--- src/sv/levinson_durbin_solver_macros.svh ---
// Assertion macros for the Levinson-Durbin solver.
`ifndef LEVINSON_DURBIN_SOLVER_MACROS_SVH
`define LEVINSON_DURBIN_SOLVER_MACROS_SVH
`ifndef SYNTH
`define LDS_ASSERT_IMP(lbl, a, b) \
  lbl: assert property (@(posedge clk) disable iff (rst) (a) |-> (b)) \
    else $error("lds assertion failed");
`define LDS_ASSERT_NXT(lbl, a, b) \
  lbl: assert property (@(posedge clk) disable iff (rst) (a) |=> (b)) \
    else $error("lds assertion failed");
`else
`define LDS_ASSERT_IMP(lbl, a, b)
`define LDS_ASSERT_NXT(lbl, a, b)
`endif
`endif

--- src/sv/lds_ram.sv ---
// Generic single-write, single-read RAM with registered read data.
`default_nettype none
module lds_ram #(
  parameter int WIDTH = 32,
  parameter int DEPTH = 16
) (
  input  wire logic                                    clk,
  input  wire logic                                    we,
  input  wire logic [((DEPTH > 1) ? $clog2(DEPTH) : 1)-1:0] waddr,
  input  wire logic [WIDTH-1:0]                        wdata,
  input  wire logic [((DEPTH > 1) ? $clog2(DEPTH) : 1)-1:0] raddr,
  output logic [WIDTH-1:0]                             rdata
);
  logic [WIDTH-1:0] mem [DEPTH];

  always_ff @(posedge clk) begin
    if (we) mem[waddr] <= wdata;
    rdata <= mem[raddr];
  end
endmodule
`default_nettype wire

--- config.mk ---
export PLATFORM = sky130hd
export DESIGN_NAME = lds_ram
export DESIGN_NICKNAME = d
export VERILOG_FILES = /design/src/sv/levinson_durbin_solver_macros.svh /design/src/sv/lds_ram.sv
export SDC_FILE = /design/constraint.sdc
export NUM_CORES = 1
export LEC_CHECK = 0
export ABC_AREA = 1
export ABC_CLOCK_PERIOD_IN_PS = 3150
export BUFFER_PORTS_ARGS = -buffer_cell sky130_fd_sc_hd__buf_4
export CELL_PAD_IN_SITES_DETAIL_PLACEMENT = 2
export CELL_PAD_IN_SITES_GLOBAL_PLACEMENT = 2
export CORE_MARGIN = 4
export CORE_UTILIZATION = 42
export DETAILED_ROUTE_END_ITERATION = 7
export PLACE_DENSITY = 0.76
export SLEW_MARGIN = 30
export SYNTH_ARGS = -nofsm -noshare
export SYNTH_HDL_FRONTEND = slang
export SYNTH_SLANG_ARGS = --single-unit
--- constraint.sdc ---
create_clock -name clk -period 3.15 [get_ports clk]
set_input_delay 0.63 -clock clk [delete_from_list [all_inputs] [get_ports clk]]
set_output_delay 0.63 -clock clk [all_outputs]
set_load 0.1 [all_outputs]
==> results.md <==
* Total setup buffers inserted after CTS at 0
* Diodes inserted at 0
* Largest net degree at the start of global routing at 133
* Post-synthesis cell type count at 15
* Pre-CTS WS at 688.4 ps
* Cell Area, Placed at 0.02401 mm²
* Post-Syn Nets at 2162
* Seq/Total Area, Yosys at 0.7046
* Setup Skew at 13.74 ps
* Final worst slack at 1121 ps
* Syn Std Cell Area at 0.02273 mm²
* EDFF count, synth at 512
* Vias in the first global route at 17616
* Final std cell area, no fill at 0.02583 mm²
* Max-slew headroom at 0.4702
* Top cells by count, synth: 677 x nand2_1, 512 x edfxtp_1, 388 x inv_1
* DRC at 0
* Setup Crit Path Kind: flop to output pin
* TritonCTS clock tree: done
* Hold Slack at 334.3 ps
* Crit. End Element: output pin
* Area Growth Syn to Fin at 13.62%
* Mux cell area share after synthesis at 0
* Routability cong. at 0.7111
* Via Count at 15614
* Adder-Cell Fraction of Synth Area at 0
* Yosys top cell by area: edfxtp_1
* Dominant cells by area after synthesis: edfxtp_1 68%, nand2_1 11%, nand3_1 8.5%, inv_1 6.4%, dfxtp_1 2.8%
* VDD IR max at 0.0004681 V
* Fmax at 492.7 MHz
* Crit path DAT at 1400 ps
* Routed vias/inst at 5.333
* Max-cap violation count at 0
* Tmin final at 2029 ps
* Final Cycle Share at 0.6443
* Post_cts resized at 0
* GRT Resource Usage Total at 0.2456
* Core box area at 0.05308 mm²
* Critical-path top delay cell: dfxtp_1
* Die area at 0.05791 mm²
* Fraction of layout cells with a size suffix above 1 at 0.09554
* DP Cell Count at 2818
* WL/cell at 24.12 µm
* Synthesized flop and latch total at 544
* Post-Synth Simple-Gate Area at 0.2000
* Initial antenna violation count at 1
* Dominant synthesized flop cell: edfxtp_1
* Clock Latency Late Sink at 620 ps
* Pwr Density at 624.9 mW/mm²
* Crit start category: flop
* Final #Nets at 2233
* Synth Area in XOR/XNOR at 0
* Worst path top cell family by delay: flip-flops
* Root Buffer Master: clkbuf_16
* Reg clk slew, reported paths at 60 ps
* Drt pass-1 iters at 5
* CP max FO at 1
* First-pass GRT wire length at 107.2 mm
* Row count at 84
* Bufs and invs on worst path at 1
* Detail Route Antenna Nets at 0
* Number of top-level pins at 74
* Port Buffers at 73
* WL final at 70.61 mm
* Gr ovfl total at 0
* Outcome: completed
* Num CTS Buffers at 59
* Post-route setup TNS at 0 ps
* H-tree Lvls at 2
* Endpoints failing setup at 0
* Cts hold-fix bufs at 0
* Crit-path cells: buf_4
* Ys Warns at 0
* Yosys top cell area share at 0.6764
* Syn_area_per_cell at 10.72 µm²
* Req. time, crit path at 2520 ps
* Cell with the most instances after synthesis: nand2_1
* CTS max path bufs at 3
* Worst-Margin Slew at 794.7 ps
* Clk sinks at 544
* Synth Area in Compound Gates at 0
* FF-to-FF setup slack at 2000 ps
* Max-slew violation count at 0
* Hpwl dp at 39.25 mm
* Leakage at 10.97 nW
* Die Span Y at 240.6 µm
* Final hold violations at 0
* Worst path max stage delay at 450 ps
* Chip width at 240.6 µm
* Post-synthesis cell count at 2120
* Largest family of logic cells by synthesized area: simple AND/OR/NAND/NOR gates
* DRT iter0 DRCs at 921
* Post-route non-filler standard cell count at 2928
* HP Class: primary input to flop
* Unrepaired setup endpoints after global routing: no
* Post-synthesis async set-or-reset flop share at 0
* Initial cell density of the core at 0.4283
## cell families after synthesis
| logic type | count (synthesis) |
|---|---|
| buffers and inverters | 495 |
| flip-flops | 544 |
| AND/OR/NAND/NOR | 1081 |
## metrics by stage
| step | power, mW | util |
|---|---|---|
| after global placement | 9.618 | 0.4524 |
| after detailed placement | 9.693 | 0.4524 |
| after global routing | 16.73 | 0.4866 |
| final | 16.14 | 0.4866 |
| after CTS | 16.29 | 0.4866 |
| after floorplan | 9.180 | - |
## layout by cell type (no fill, tap or decap)
master / count
nand2_1: 677
clkbuf_8: 7
bufinv_16: 1
buf_4: 104
inv_4: 1
nand3_1: 385
inv_1: 386
nor2_4: 16
clkinv_1: 9
nand3b_1: 2
clkbuf_16: 61
inv_6: 1
buf_12: 10
nor2_1: 1
clkinv_2: 10
dfxtp_1: 32
edfxtp_1: 512
inv_8: 1
clkbuf_1: 22
inv_2: 2
## area by class of cell
type / count / area, µm²
Sequential cell: 544 / 16020
Timing Repair Buffer: 115 / 994.7
Clock buffer: 89 / 1692
Multi-Input combinational cell: 1081 / 4667
Tap cell: 688 / 860.8
Inverter: 390 / 1474
Fill cell: 5336 / 27250
Clock inverter: 21 / 122.6
## registers in the layout (all words and copies together), names as in the netlist
name and cells:
mem 512, rdata 32
## per-layer routing
| layer | wire, µm | GRT usage | vias to the layer above |
|---|---|---|---|
| met5 | 11 | 0 | - |
| met4 | 1480 | 0.05509 | 2 |
| met3 | 2525 | 0.03325 | 107 |
| met2 | 37920 | 0.4636 | 301 |
| li1 | - | - | 6983 |
| met1 | 28680 | 0.2998 | 8221 |
## path summary, 6_finish.rpt
check              startpoint     endpoint  cells after the start
hold reg to reg   mem[10][16]    rdata[16]                      6
hold / removal      wdata[19]  mem[13][19]                      1
setup reg to reg    mem[1][4]     rdata[4]                      6
setup / recovery     rdata[2]     rdata[2]                      1
## where the power goes
| group | switching, mW | internal (mW) | total (mW) |
|---|---|---|---|
| Sequential | 0.0729 | 8.09 | 8.16 |
| Combinational | 1.08 | 0.308 | 1.38 |
| Clock | 2.83 | 3.76 | 6.59 |
Note: power is estimated with default switching activity, not from simulation.
